File: config.mk
export PLATFORM = sky130hd
export DESIGN_NAME = masked_alpha_blend_rgb565
export DESIGN_NICKNAME = d
export VERILOG_FILES = /design/src/hdl/mab_pkg.sv /design/src/hdl/mab_front.sv /design/src/hdl/mab_isqrt.sv /design/src/hdl/mab_blend.sv /design/src/hdl/masked_alpha_blend_rgb565.sv
export SDC_FILE = /design/constraint.sdc
export NUM_CORES = 2
export LEC_CHECK = 0
export BUFFER_PORTS_ARGS = -buffer_cell sky130_fd_sc_hd__buf_2
export CAP_MARGIN = 20
export CORE_ASPECT_RATIO = 0.8
export CORE_MARGIN = 10
export CORE_UTILIZATION = 45
export CTS_CLUSTER_SIZE = 12
export DETAILED_ROUTE_END_ITERATION = 10
export SLEW_MARGIN = 20
export SYNTH_ARGS = -nofsm -noshare
export SYNTH_HDL_FRONTEND = slang
export SYNTH_SLANG_ARGS = --single-unit
File: constraint.sdc
create_clock -name clk -period 13.3 [get_ports clk]
set_input_delay 1.995 -clock clk [delete_from_list [all_inputs] [get_ports clk]]
set_output_delay 1.995 -clock clk [all_outputs]
set_load 0.05 [all_outputs]
File: src/hdl/mab_pkg.sv
package mab_pkg;

	localparam int MAX_DIM = 1024;

	// isqrt of a 16-bit product: eight digit steps, two per stage
	localparam int SQ_STAGES = 4;
	localparam int SQ_STEPS_PER_STAGE = 2;

	// floor(s/3) = (s*683) >> 11 holds exactly for s <= 765
	localparam int DIV3_MUL = 683;
	localparam int DIV3_SHIFT = 11;

	localparam logic [2:0] REG_X_OFFSET = 3'd0;
	localparam logic [2:0] REG_Y_OFFSET = 3'd1;
	localparam logic [2:0] REG_IMAGE_WIDTH = 3'd2;
	localparam logic [2:0] REG_IMAGE_HEIGHT = 3'd3;
	localparam logic [2:0] REG_FB_WIDTH = 3'd4;
	localparam logic [2:0] REG_FB_HEIGHT = 3'd5;
	localparam logic [2:0] REG_GLOBAL_ALPHA = 3'd6;

	typedef struct packed {
		logic signed [10:0] x_offset;
		logic signed [10:0] y_offset;
		logic [10:0] image_width;
		logic [10:0] image_height;
		logic [10:0] fb_width;
		logic [10:0] fb_height;
		logic [7:0] global_alpha;
	} cfg_t;

	// per-pixel data that rides alongside the square root
	typedef struct packed {
		logic ok;
		logic [19:0] idx_base;
		logic [10:0] x;
		logic [4:0] dst_r;
		logic [5:0] dst_g;
		logic [4:0] dst_b;
		logic [4:0] src_r;
		logic [5:0] src_g;
		logic [4:0] src_b;
	} side_t;

	typedef struct packed {
		logic [15:0] op;
		logic [15:0] res;
	} sq_t;

	function automatic sq_t sqrt_step(sq_t s, logic [15:0] one);
		logic [15:0] trial;
		sq_t n;
		trial = s.res + one;
		if (s.op >= trial) begin
			n.op = s.op - trial;
			n.res = (s.res >> 1) + one;
		end else begin
			n.op = s.op;
			n.res = s.res >> 1;
		end
		return n;
	endfunction

	// floor(x/255), exact for x below 16320
	function automatic logic [5:0] div255(logic [13:0] x);
		logic [15:0] t;
		t = {2'b00, x} + {10'd0, x[13:8]} + 16'd1;
		return t[13:8];
	endfunction

endpackage

File: src/hdl/mab_front.sv
module mab_front (
	input logic clk,
	input logic arst_n,
	input mab_pkg::cfg_t cfg,
	input logic in_valid,
	output logic in_stall,
	input logic [9:0] col,
	input logic [9:0] row,
	input logic [7:0] src_red,
	input logic [7:0] src_green,
	input logic [7:0] src_blue,
	input logic [7:0] mask_red,
	input logic [7:0] mask_green,
	input logic [7:0] mask_blue,
	input logic [15:0] dest_pixel,
	output logic out_valid,
	input logic out_stall,
	output mab_pkg::sq_t sq_out,
	output mab_pkg::side_t side_out
);

	logic v_s1, v_s2;
	logic stall_s1, stall_s2;

	logic signed [11:0] xt;
	logic signed [12:0] yt;
	logic in_bm;
	logic [9:0] msum;
	logic [19:0] mq;
	logic [7:0] m;

	logic signed [11:0] xt_s1;
	logic signed [12:0] yt_s1;
	logic in_bm_s1;
	logic [7:0] m_s1;
	logic [15:0] dst_s1;
	logic [4:0] sr_s1;
	logic [5:0] sg_s1;
	logic [4:0] sb_s1;

	logic in_fb;
	logic [21:0] yprod;

	mab_pkg::sq_t sq_s2;
	mab_pkg::side_t side_s2;

	assign stall_s2 = v_s2 && out_stall;
	assign stall_s1 = v_s1 && stall_s2;
	assign in_stall = stall_s1;

	assign xt = $signed({cfg.x_offset[10], cfg.x_offset}) + $signed({2'b00, col});
	assign yt = $signed({{2{cfg.y_offset[10]}}, cfg.y_offset})
		+ $signed({2'b00, cfg.image_height}) - $signed({3'b000, row});
	assign in_bm = ({1'b0, col} < cfg.image_width) && ({1'b0, row} < cfg.image_height)
		&& ({3'b000, col} < 13'(mab_pkg::MAX_DIM)) && ({3'b000, row} < 13'(mab_pkg::MAX_DIM));
	assign msum = {2'b00, mask_red} + {2'b00, mask_green} + {2'b00, mask_blue};
	assign mq = 20'({10'd0, msum} * 20'(mab_pkg::DIV3_MUL));
	assign m = 8'd255 - mq[mab_pkg::DIV3_SHIFT +: 8];

	always_ff @(posedge clk or negedge arst_n) begin
		if (!arst_n) begin
			v_s1 <= 1'b0;
		end else if (!stall_s1) begin
			v_s1 <= in_valid;
		end
	end

	always_ff @(posedge clk) begin
		if (!stall_s1) begin
			xt_s1 <= xt;
			yt_s1 <= yt;
			in_bm_s1 <= in_bm;
			m_s1 <= m;
			dst_s1 <= dest_pixel;
			sr_s1 <= src_red[7:3];
			sg_s1 <= src_green[7:2];
			sb_s1 <= src_blue[7:3];
		end
	end

	// xt stays below 2047 and yt below 3071 once known non-negative
	assign in_fb = !xt_s1[11] && !yt_s1[12] && (xt_s1[10:0] < cfg.fb_width)
		&& (yt_s1[11:0] < {1'b0, cfg.fb_height});
	assign yprod = {11'd0, cfg.fb_width} * {11'd0, yt_s1[10:0]};

	always_ff @(posedge clk or negedge arst_n) begin
		if (!arst_n) begin
			v_s2 <= 1'b0;
		end else if (!stall_s2) begin
			v_s2 <= v_s1;
		end
	end

	always_ff @(posedge clk) begin
		if (!stall_s2) begin
			sq_s2.op <= {8'd0, m_s1} * {8'd0, cfg.global_alpha};
			sq_s2.res <= 16'd0;
			side_s2.ok <= in_bm_s1 && in_fb;
			side_s2.idx_base <= yprod[19:0];
			side_s2.x <= xt_s1[10:0];
			side_s2.dst_r <= dst_s1[15:11];
			side_s2.dst_g <= dst_s1[10:5];
			side_s2.dst_b <= dst_s1[4:0];
			side_s2.src_r <= sr_s1;
			side_s2.src_g <= sg_s1;
			side_s2.src_b <= sb_s1;
		end
	end

	assign out_valid = v_s2;
	assign sq_out = sq_s2;
	assign side_out = side_s2;

endmodule

File: src/hdl/mab_isqrt.sv
module mab_isqrt (
	input logic clk,
	input logic arst_n,
	input logic in_valid,
	output logic in_stall,
	input mab_pkg::sq_t sq_in,
	input mab_pkg::side_t side_in,
	output logic out_valid,
	input logic out_stall,
	output mab_pkg::sq_t sq_out,
	output mab_pkg::side_t side_out
);

	localparam int N = mab_pkg::SQ_STAGES;
	localparam int K = mab_pkg::SQ_STEPS_PER_STAGE;

	logic vld_s [N];
	logic stall_s [N+1];
	logic valid_in_s [N];
	mab_pkg::sq_t sq_s [N];
	mab_pkg::side_t side_s [N];
	mab_pkg::sq_t sq_in_s [N];
	mab_pkg::side_t side_in_s [N];

	assign stall_s[N] = out_stall;
	assign in_stall = stall_s[0];

	for (genvar j = 0; j < N; j++) begin : g_stage
		mab_pkg::sq_t part [K+1];

		if (j == 0) begin : g_first
			assign valid_in_s[j] = in_valid;
			assign sq_in_s[j] = sq_in;
			assign side_in_s[j] = side_in;
		end else begin : g_next
			assign valid_in_s[j] = vld_s[j-1];
			assign sq_in_s[j] = sq_s[j-1];
			assign side_in_s[j] = side_s[j-1];
		end

		assign stall_s[j] = vld_s[j] && stall_s[j+1];

		assign part[0] = sq_in_s[j];
		for (genvar k = 0; k < K; k++) begin : g_step
			assign part[k+1] = mab_pkg::sqrt_step(part[k],
				16'(1) << (14 - 2 * (j * K + k)));
		end

		always_ff @(posedge clk or negedge arst_n) begin
			if (!arst_n) begin
				vld_s[j] <= 1'b0;
			end else if (!stall_s[j]) begin
				vld_s[j] <= valid_in_s[j];
			end
		end

		always_ff @(posedge clk) begin
			if (!stall_s[j]) begin
				sq_s[j] <= part[K];
				side_s[j] <= side_in_s[j];
			end
		end
	end

	assign out_valid = vld_s[N-1];
	assign sq_out = sq_s[N-1];
	assign side_out = side_s[N-1];

endmodule

File: src/hdl/mab_blend.sv
module mab_blend (
	input logic clk,
	input logic arst_n,
	input logic in_valid,
	output logic in_stall,
	input mab_pkg::sq_t sq_in,
	input mab_pkg::side_t side_in,
	output logic out_valid,
	input logic out_stall,
	output logic [19:0] fb_index,
	output logic write_enable,
	output logic [15:0] new_pixel
);

	logic v_s7, v_s8;
	logic stall_s7, stall_s8;
	logic [7:0] a;
	logic [7:0] na;

	logic ok_s7;
	logic [19:0] idx_s7;
	logic [13:0] r_s7, g_s7, b_s7;
	logic [5:0] r_div, g_div, b_div;

	logic [19:0] idx_s8;
	logic we_s8;
	logic [15:0] pix_s8;

	assign stall_s8 = v_s8 && out_stall;
	assign stall_s7 = v_s7 && stall_s8;
	assign in_stall = stall_s7;

	assign a = sq_in.res[7:0];
	assign na = 8'd255 - a;

	always_ff @(posedge clk or negedge arst_n) begin
		if (!arst_n) begin
			v_s7 <= 1'b0;
			v_s8 <= 1'b0;
		end else begin
			if (!stall_s7) begin
				v_s7 <= in_valid;
			end
			if (!stall_s8) begin
				v_s8 <= v_s7;
			end
		end
	end

	always_ff @(posedge clk) begin
		if (!stall_s7) begin
			ok_s7 <= side_in.ok;
			idx_s7 <= side_in.idx_base + {9'd0, side_in.x};
			r_s7 <= {9'd0, side_in.dst_r} * {6'd0, na} + {9'd0, side_in.src_r} * {6'd0, a};
			g_s7 <= {8'd0, side_in.dst_g} * {6'd0, na} + {8'd0, side_in.src_g} * {6'd0, a};
			b_s7 <= {9'd0, side_in.dst_b} * {6'd0, na} + {9'd0, side_in.src_b} * {6'd0, a};
		end
	end

	assign r_div = mab_pkg::div255(r_s7);
	assign g_div = mab_pkg::div255(g_s7);
	assign b_div = mab_pkg::div255(b_s7);

	// drop index and color of clipped pixels
	always_ff @(posedge clk) begin
		if (!stall_s8) begin
			we_s8 <= ok_s7;
			idx_s8 <= ok_s7 ? idx_s7 : 20'd0;
			pix_s8 <= ok_s7 ? {r_div[4:0], g_div, b_div[4:0]} : 16'd0;
		end
	end

	assign out_valid = v_s8;
	assign fb_index = idx_s8;
	assign write_enable = we_s8;
	assign new_pixel = pix_s8;

endmodule

File: src/hdl/masked_alpha_blend_rgb565.sv
// Blends one 24-bit bitmap pixel per transfer into an RGB565 frame buffer word, weighted
// by the mask color (white is transparent) and global_alpha. A new pixel is taken every
// clock while in_stall is low, through eight register stages: two of placement, clipping
// and weight products, four of the integer square root (two result bits per stage), and
// two of channel mixing and repacking. Empty stages close up while the output stalls, so
// input is held off only when all eight stages are full. Clipped pixels come out with
// write_enable, fb_index and new_pixel all zero. Registers sit at byte addresses 4*i on
// the APB port; the first two stages read them, so write them only while no pixel is in
// flight.
module masked_alpha_blend_rgb565 (
	input logic clk,
	input logic arst_n,
	input logic psel,
	input logic penable,
	input logic pwrite,
	input logic [4:0] paddr,
	input logic [31:0] pwdata,
	output logic [31:0] prdata,
	output logic pready,
	input logic in_valid,
	output logic in_stall,
	input logic [9:0] col,
	input logic [9:0] row,
	input logic [7:0] src_red,
	input logic [7:0] src_green,
	input logic [7:0] src_blue,
	input logic [7:0] mask_red,
	input logic [7:0] mask_green,
	input logic [7:0] mask_blue,
	input logic [15:0] dest_pixel,
	output logic out_valid,
	input logic out_stall,
	output logic [19:0] fb_index,
	output logic write_enable,
	output logic [15:0] new_pixel
);

	mab_pkg::cfg_t cfg_q;
	logic [2:0] reg_sel;
	logic wr;

	logic fv, fs, sv, ss;
	mab_pkg::sq_t f_sq, s_sq;
	mab_pkg::side_t f_side, s_side;

	assign pready = 1'b1;
	assign reg_sel = paddr[4:2];
	assign wr = psel && penable && pwrite;

	always_ff @(posedge clk or negedge arst_n) begin
		if (!arst_n) begin
			cfg_q.x_offset <= 11'sd0;
			cfg_q.y_offset <= 11'sd0;
			cfg_q.image_width <= 11'd1;
			cfg_q.image_height <= 11'd1;
			cfg_q.fb_width <= 11'd1;
			cfg_q.fb_height <= 11'd1;
			cfg_q.global_alpha <= 8'd255;
		end else if (wr) begin
			case (reg_sel)
				mab_pkg::REG_X_OFFSET: cfg_q.x_offset <= pwdata[10:0];
				mab_pkg::REG_Y_OFFSET: cfg_q.y_offset <= pwdata[10:0];
				mab_pkg::REG_IMAGE_WIDTH: cfg_q.image_width <= pwdata[10:0];
				mab_pkg::REG_IMAGE_HEIGHT: cfg_q.image_height <= pwdata[10:0];
				mab_pkg::REG_FB_WIDTH: cfg_q.fb_width <= pwdata[10:0];
				mab_pkg::REG_FB_HEIGHT: cfg_q.fb_height <= pwdata[10:0];
				mab_pkg::REG_GLOBAL_ALPHA: cfg_q.global_alpha <= pwdata[7:0];
				default: ;
			endcase
		end
	end

	always_comb begin
		case (reg_sel)
			mab_pkg::REG_X_OFFSET: prdata = {21'd0, cfg_q.x_offset};
			mab_pkg::REG_Y_OFFSET: prdata = {21'd0, cfg_q.y_offset};
			mab_pkg::REG_IMAGE_WIDTH: prdata = {21'd0, cfg_q.image_width};
			mab_pkg::REG_IMAGE_HEIGHT: prdata = {21'd0, cfg_q.image_height};
			mab_pkg::REG_FB_WIDTH: prdata = {21'd0, cfg_q.fb_width};
			mab_pkg::REG_FB_HEIGHT: prdata = {21'd0, cfg_q.fb_height};
			mab_pkg::REG_GLOBAL_ALPHA: prdata = {24'd0, cfg_q.global_alpha};
			default: prdata = 32'd0;
		endcase
	end

	mab_front u_front (
		.clk(clk),
		.arst_n(arst_n),
		.cfg(cfg_q),
		.in_valid(in_valid),
		.in_stall(in_stall),
		.col(col),
		.row(row),
		.src_red(src_red),
		.src_green(src_green),
		.src_blue(src_blue),
		.mask_red(mask_red),
		.mask_green(mask_green),
		.mask_blue(mask_blue),
		.dest_pixel(dest_pixel),
		.out_valid(fv),
		.out_stall(fs),
		.sq_out(f_sq),
		.side_out(f_side)
	);

	mab_isqrt u_isqrt (
		.clk(clk),
		.arst_n(arst_n),
		.in_valid(fv),
		.in_stall(fs),
		.sq_in(f_sq),
		.side_in(f_side),
		.out_valid(sv),
		.out_stall(ss),
		.sq_out(s_sq),
		.side_out(s_side)
	);

	mab_blend u_blend (
		.clk(clk),
		.arst_n(arst_n),
		.in_valid(sv),
		.in_stall(ss),
		.sq_in(s_sq),
		.side_in(s_side),
		.out_valid(out_valid),
		.out_stall(out_stall),
		.fb_index(fb_index),
		.write_enable(write_enable),
		.new_pixel(new_pixel)
	);

endmodule
## Word level (Yosys, flattened, before mapping)

Memory sizes are Yosys's and may differ from the RTL's.
Index checks and enable logic that the tools add are counted.

| cells by class | value |
|---|---|
| multiplexer cells | 13 |
| $mul | 9 |
| add/sub/neg operators | 39 |
| eq/ne operators | 6 |
| order comparisons | 12 |
| reduce and logical (&&, ||, !) cells | 25 |

Operators with widths:

| operator | count |
|---|---|
| two-way mux 32 bit | 8 |
| >= comparator 16 bit | 7 |
| subtractor 16 bit | 7 |
| one-hot mux 11 bit (7 select lines) | 1 |
| multiplier 5 x 8 -> 13 bit | 4 |
| adder 13 x 13 -> 14 bit | 2 |
| multiplier 6 x 8 -> 14 bit | 2 |
| adder 13 x 1 -> 13 bit (second input constant) | 2 |
| adder 13 x 6 -> 13 bit | 2 |
| < comparator 10 x 11 -> 1 bit | 2 |
| adder 20 x 11 -> 20 bit | 1 |
| multiplier 11 x 11 -> 20 bit | 1 |
| multiplier 10 x 10 -> 19 bit (second input constant) | 1 |
| adder 15 x 1 -> 16 bit (second input constant) | 1 |
| adder 15 x 11 -> 16 bit (second input constant) | 1 |
| adder 15 x 13 -> 16 bit (second input constant) | 1 |
| adder 15 x 3 -> 16 bit (second input constant) | 1 |
| adder 15 x 5 -> 16 bit (second input constant) | 1 |
| adder 15 x 7 -> 16 bit (second input constant) | 1 |
| adder 15 x 9 -> 16 bit (second input constant) | 1 |
| adder 16 x 1 -> 16 bit (second input constant) | 1 |
| adder 16 x 11 -> 16 bit (second input constant) | 1 |
| adder 16 x 13 -> 16 bit (second input constant) | 1 |
| adder 16 x 3 -> 16 bit (second input constant) | 1 |
| 25 further kinds | 53 |

| word-level totals | value |
|---|---|
| RAM bits | 384 |
| register bits | 328 |
| memories kept | 2 |
| output and inout bits | 72 |
| input port bits | 128 |

Memory list:

| name | words | bits a word | read ports | clocked after memory_dff | write ports | RTL line | text |
|---|---|---|---|---|---|---|---|
| u_isqrt.side_s | 4 | 64 | 4 | 0 | 4 | mab_isqrt.sv:21 | `mab_pkg::side_t side_s [N];` |
| u_isqrt.sq_s | 4 | 32 | 4 | 0 | 4 | mab_isqrt.sv:20 | `mab_pkg::sq_t sq_s [N];` |

## Depth between registers and ports, before layout

| depth | value |
|---|---|
| word-level depth | 8 |
| gate-level depth with buffers | 30 |
| gate-level depth less buffers | 30 |

## Cells and area by module

From an unflattened synthesis, not the netlist that was laid out.

| unflattened totals | value |
|---|---|
| cells, all modules | 4776 |
| area total of the unflattened synthesis | 53357.4 um2 |

By module, submodules not included:

| module | sequential area each (um2) | times used | area an instance (um2) | cells each |
|---|---|---|---|---|
| mab_isqrt | 11631.2 | 1 | 21649.5 | 1813 |
| mab_front | 4434.3 | 1 | 14899.3 | 1390 |
| mab_blend | 3052.9 | 1 | 13117.6 | 1298 |
| masked_alpha_blend_rgb565 | 1866.8 | 1 | 3691.0 | 275 |

## Worst setup path before layout

OpenSTA, ideal clock, no wires.

| timing path | value |
|---|---|
| path type | input to output |
| start point | in out_stall |
| end point | out in_stall |
| slack | 3933 ps |
| data arrival time | 7372 ps |
| stages on the path | 6 |
| cells stage by stage | and3_1 and3_1 nand3_1 inv_1 nand3_1 inv_1 |

| between the ends | value |
|---|---|
| cells in the longest elaborated chain, start to end | 8 |

Ends and longest elaborated chain:

| what | RTL line | text |
|---|---|---|
| start, declared | masked_alpha_blend_rgb565.sv:32 | `input logic out_stall,` |
| logical AND 1 bit | mab_blend.sv:29 | `assign stall_s8 = v_s8 && out_stall;` |
| logical AND 1 bit | mab_blend.sv:30 | `assign stall_s7 = v_s7 && stall_s8;` |
| logical AND 1 bit (4 in series) | mab_isqrt.sv:41 | `assign stall_s[j] = vld_s[j] && stall_s[j+1];` |
| logical AND 1 bit | mab_front.sv:47 | `assign stall_s2 = v_s2 && out_stall;` |
| logical AND 1 bit | mab_front.sv:48 | `assign stall_s1 = v_s1 && stall_s2;` |
| end, declared | masked_alpha_blend_rgb565.sv:21 | `output logic in_stall,` |

No other way between the ends.

## Worst setup path in the final report

| timing path | value |
|---|---|
| start point | in mask_red[0] |
| end point | reg u_front.m_s1[7] (data pin) |

| between the ends | value |
|---|---|
| cells in the longest elaborated chain, start to end | 4 |

Ends and longest elaborated chain:

| what | RTL line | text |
|---|---|---|
| start, declared | masked_alpha_blend_rgb565.sv:27 | `input logic [7:0] mask_red,` |
| adder 8 x 8 -> 9 bit | mab_front.sv:56 | `assign msum = {2'b00, mask_red} + {2'b00, mask_green} + {2'b00, mask_blue};` |
| adder 10 x 8 -> 10 bit | mab_front.sv:56 |  |
| multiplier 10 x 10 -> 19 bit | mab_front.sv:57 | `assign mq = 20'({10'd0, msum} * 20'(mab_pkg::DIV3_MUL));` |
| subtractor 8 bit | mab_front.sv:58 | `assign m = 8'd255 - mq[mab_pkg::DIV3_SHIFT +: 8];` |
| named net u_front.m[7] | mab_front.sv:30 | `logic [7:0] m;` |
| end signal, assigned | mab_front.sv:73 | `m_s1 <= m;` |
| end, declared | mab_front.sv:35 | `logic [7:0] m_s1;` |

The timed path passes the listed nets, and every way through them passes these cells.
A chain may end at the register's enable or synchronous reset.

==> impl_metrics.tcl <==
set metrics [dict create \
    place_hpwl_mm 62.1 \
    antenna_found_initial 0 \
    vias 25000 \
    max_clock_freq_mhz 113 \
    grt.total_usage_pct 15.4 \
    async_flop_share_pct 12.6 \
    htree_levels 3 \
    ant_nets 0 \
    portBuffers 146 \
    place.gp.congestion 0.823 \
    grt_pass1_vias 25300 \
    std_cell_rows 101 \
    yosysWarnings 0 \
    min_period_ns 8.87 \
    wl_mm 81.6 \
    grt_pass1_wl_mm 135 \
    status "finished clean" \
    setup-tns-final_ns 0 \
    cts_max_path_buffers 3 \
    rsz0062_at_grt "no" \
    area_growth_pct 10.2 \
    ys.flop_type "edfxtp_1" \
    crit_fanout 5 \
    reg2regPathDepth 17 \
    cts_hold_buffers 0 \
    cp_common_cell "inv_1" \
    syn_area_um2 42900 \
    startpoint_type "input port" \
    tritoncts "done" \
    drc 0 \
    fp.dieH_um 296 \
    drt_iter0_markers 1227 \
    core-area_um2 94800 \
    fin_skew_ns 0.0519 \
    post-cts-setup-buffer-count 0 \
    fillers 8432 \
    syn-mean-instance-area_um2 12.0 \
    cts-resized-gates 0 \
    worstSetupPathType "input port to flip-flop" \
    antenna_cells 0 \
    final_util_pct 49.9 \
    wl_per_cell_um 16.2 \
    cp.required_ns 13.66 \
    finalCritPeriodShare_pct 66.7 \
    grt_max_degree 74 \
    ios 200 \
    max_stage_delay_ns 0.74 \
    nets 4597 \
    rrSetupSlack_ns 7.60 \
    hold_depth 0 \
    cp_slowest_cell "a2111oi_0" \
    synthesis.instances 3580 \
    numCtsBuffers 72 \
    vias_per_cell 4.98 \
    min_to "u_isqrt.side_s[2][26]" \
    ys_ff_latch 652 \
    start_util_pct 45.2 \
    max_cap_violations 0 \
    tightest_slew_ns 0.934 \
    clock_sinks 652 \
    cts.root.buffer_cell "clkbuf_16" \
    ys_types 77 \
    timing_hold_violations_final 0 \
    hp-start "u_isqrt.side_s[1][26]" \
    final_max_slew_viol_count 0 \
    drive_above_1_share_pct 9.47 \
    grt.overflow.total 0 \
    endpoint_kind "flip-flop" \
    slew_headroom_pct 37.7 \
    die_x_um 365 \
    r2r-start "u_isqrt.sq_s[3][2]" \
    synth_sequential_area_ratio_pct 44.7 \
    die_area_um2 108000 \
    clk_pin_slew_worst_paths_ns 0.06 \
    setup_viol 0 \
    crit_arrival_ns 9.22 \
    clk_latency_ns 0.64 \
    reg2reg_to "u_blend.b_s7[13]" \
    dr.pass1.iters 5 \
    hp-class "flip-flop to flip-flop" \
    synth_edf_count 570 \
]
## cell type report
cell class                      count  area, um2  share of cell area (%)
Inverter                          527       1980                    4.19
Clock inverter                     33        377                   0.797
Multi-Input combinational cell   2318      21400                    45.2
Sequential cell                   652      19200                    40.6
Tap cell                         1236       1550                    3.27
Clock buffer                       90       1870                    3.96
Timing Repair Buffer              169        926                    1.96
## worst max-delay path, delay by kind of cell
family / cells / cell delay, ns
xor gates and xnor gates: 4 / 0.94
and+or+nand+nor: 3 / 0.24
AOI/OAI and AO/OA: 10 / 2.71
adders and majority gates: 8 / 2.97
buffers and inverters: 6 / 0.38
## flip-flops by register name, summed over array words and instances, names as in the netlist, 3 cells and up
signal,flops
u_front.sb_s1,5
u_isqrt.sq_s,68
u_front.sq_out,16
u_front.dst_s1,16
u_front.sr_s1,5
u_front.yt_s1,13
u_blend.r_s7,14
u_isqrt.valid_in_s,3
u_blend.g_s7,14
u_front.m_s1,8
u_blend.b_s7,14
u_blend.new_pixel,16
u_blend.idx_s7,20
u_front.side_out,64
u_front.sg_s1,6
u_front.xt_s1,12
u_blend.fb_index,20
u_isqrt.side_s,256
cfg_q,74
## Yosys cell counts, types with 7 or more instances
cell type / count / area, um2
xnor2_1: 123 / 1080
o211ai_1: 13 / 97.6
o21bai_1: 9 / 67.6
dfrtp_1: 70 / 1750
edfxtp_1: 570 / 17100
a31oi_1: 7 / 43.8
inv_1: 527 / 1980
and2_1: 192 / 1200
nor2_1: 95 / 357
ha_1: 405 / 5070
nor2b_1: 84 / 526
nand2b_1: 101 / 632
a21oi_1: 96 / 480
buf_4: 25 / 188
mux2_2: 46 / 518
nor4_1: 9 / 56.3
o21ai_0: 118 / 591
o21a_1: 30 / 225
clkbuf_1: 75 / 282
nor3_1: 36 / 180
mux2i_1: 15 / 150
or3_1: 13 / 81.3
nand4_1: 10 / 62.6
a21o_1: 45 / 338
o41ai_1: 7 / 61.3
nand3_1: 52 / 260
fa_1: 324 / 6490
a211oi_1: 20 / 150
o31ai_1: 12 / 90.1
xor2_1: 52 / 455
dfstp_2: 12 / 315
nand2_1: 279 / 1050
and3_1: 8 / 50.1
or2_2: 9 / 56.3
## cells by family (layout without fill, tap and decap cells)
| family | after synthesis | in the layout | share of synthesized area (%) |
|---|---|---|---|
| AOI/OAI and AO/OA | 407 | 407 | 6.05 |
| xor gates and xnor gates | 175 | 175 | 3.57 |
| adders and majority gates | 729 | 729 | 26.9 |
| buffers and inverters | 634 | 819 | 5.77 |
| DFF | 652 | 652 | 44.7 |
| muxes | 67 | 67 | 1.86 |
| other | 2 | 26 | 0.0175 |
| and+or+nand+nor | 914 | 914 | 11.1 |
## through the flow
stage                     hold slack [ns]  std cells  setup slack (ns)  instance area [um2]
after global placement              0.401       4901              3.92                45000
after floorplan                     0.400       3604              3.93                43000
final                               0.374       5025              4.43                47300
after detailed placement            0.405       4901              3.77                45000
after global routing                0.393       5025              3.91                47300
after CTS                           0.364       5024              4.42                47200
## worst max path at each step
stage               slack, ns  cells past startpoint               to   startpoint
finish                   4.43                     31  u_front.m_s1[7]  mask_red[0]
global placement         3.92                     31  u_front.m_s1[7]  mask_red[0]
CTS                      4.42                     31  u_front.m_s1[7]  mask_red[0]
floorplan                3.93                      6         in_stall    out_stall
global route             3.91                     31  u_front.m_s1[7]  mask_red[0]
detailed placement       3.77                     31  u_front.m_s1[7]  mask_red[0]
## per-layer routing
metal  GRT usage, %  up-vias  share of wire [%]  wire length, um
li1               -    12300                  -                -
met1           22.9    12300                 50            41100
met2           23.4      387                 43            35500
met3           2.72       78                4.5             3670
met4           3.07        0                1.6             1300
met5              0        -                  0                0
## layout by cell type (no fill, tap or decap), types with 50 or more instances in the layout
cell type and count:
and2_1 192, nand2b_1 101, xor2_1 52, nor2_1 95, clkbuf_16 72, inv_1 525, buf_2 145, o21ai_0 118
edfxtp_1 570, nor2b_1 84, fa_1 324, dfrtp_1 70, ha_1 405, xnor2_1 123, a21oi_1 96, nand3_1 50
nand2_1 275
Power is left out: the tool's default activity adds up to more than one toggle a clock period on the data nets, which glitch-free logic cannot reach.
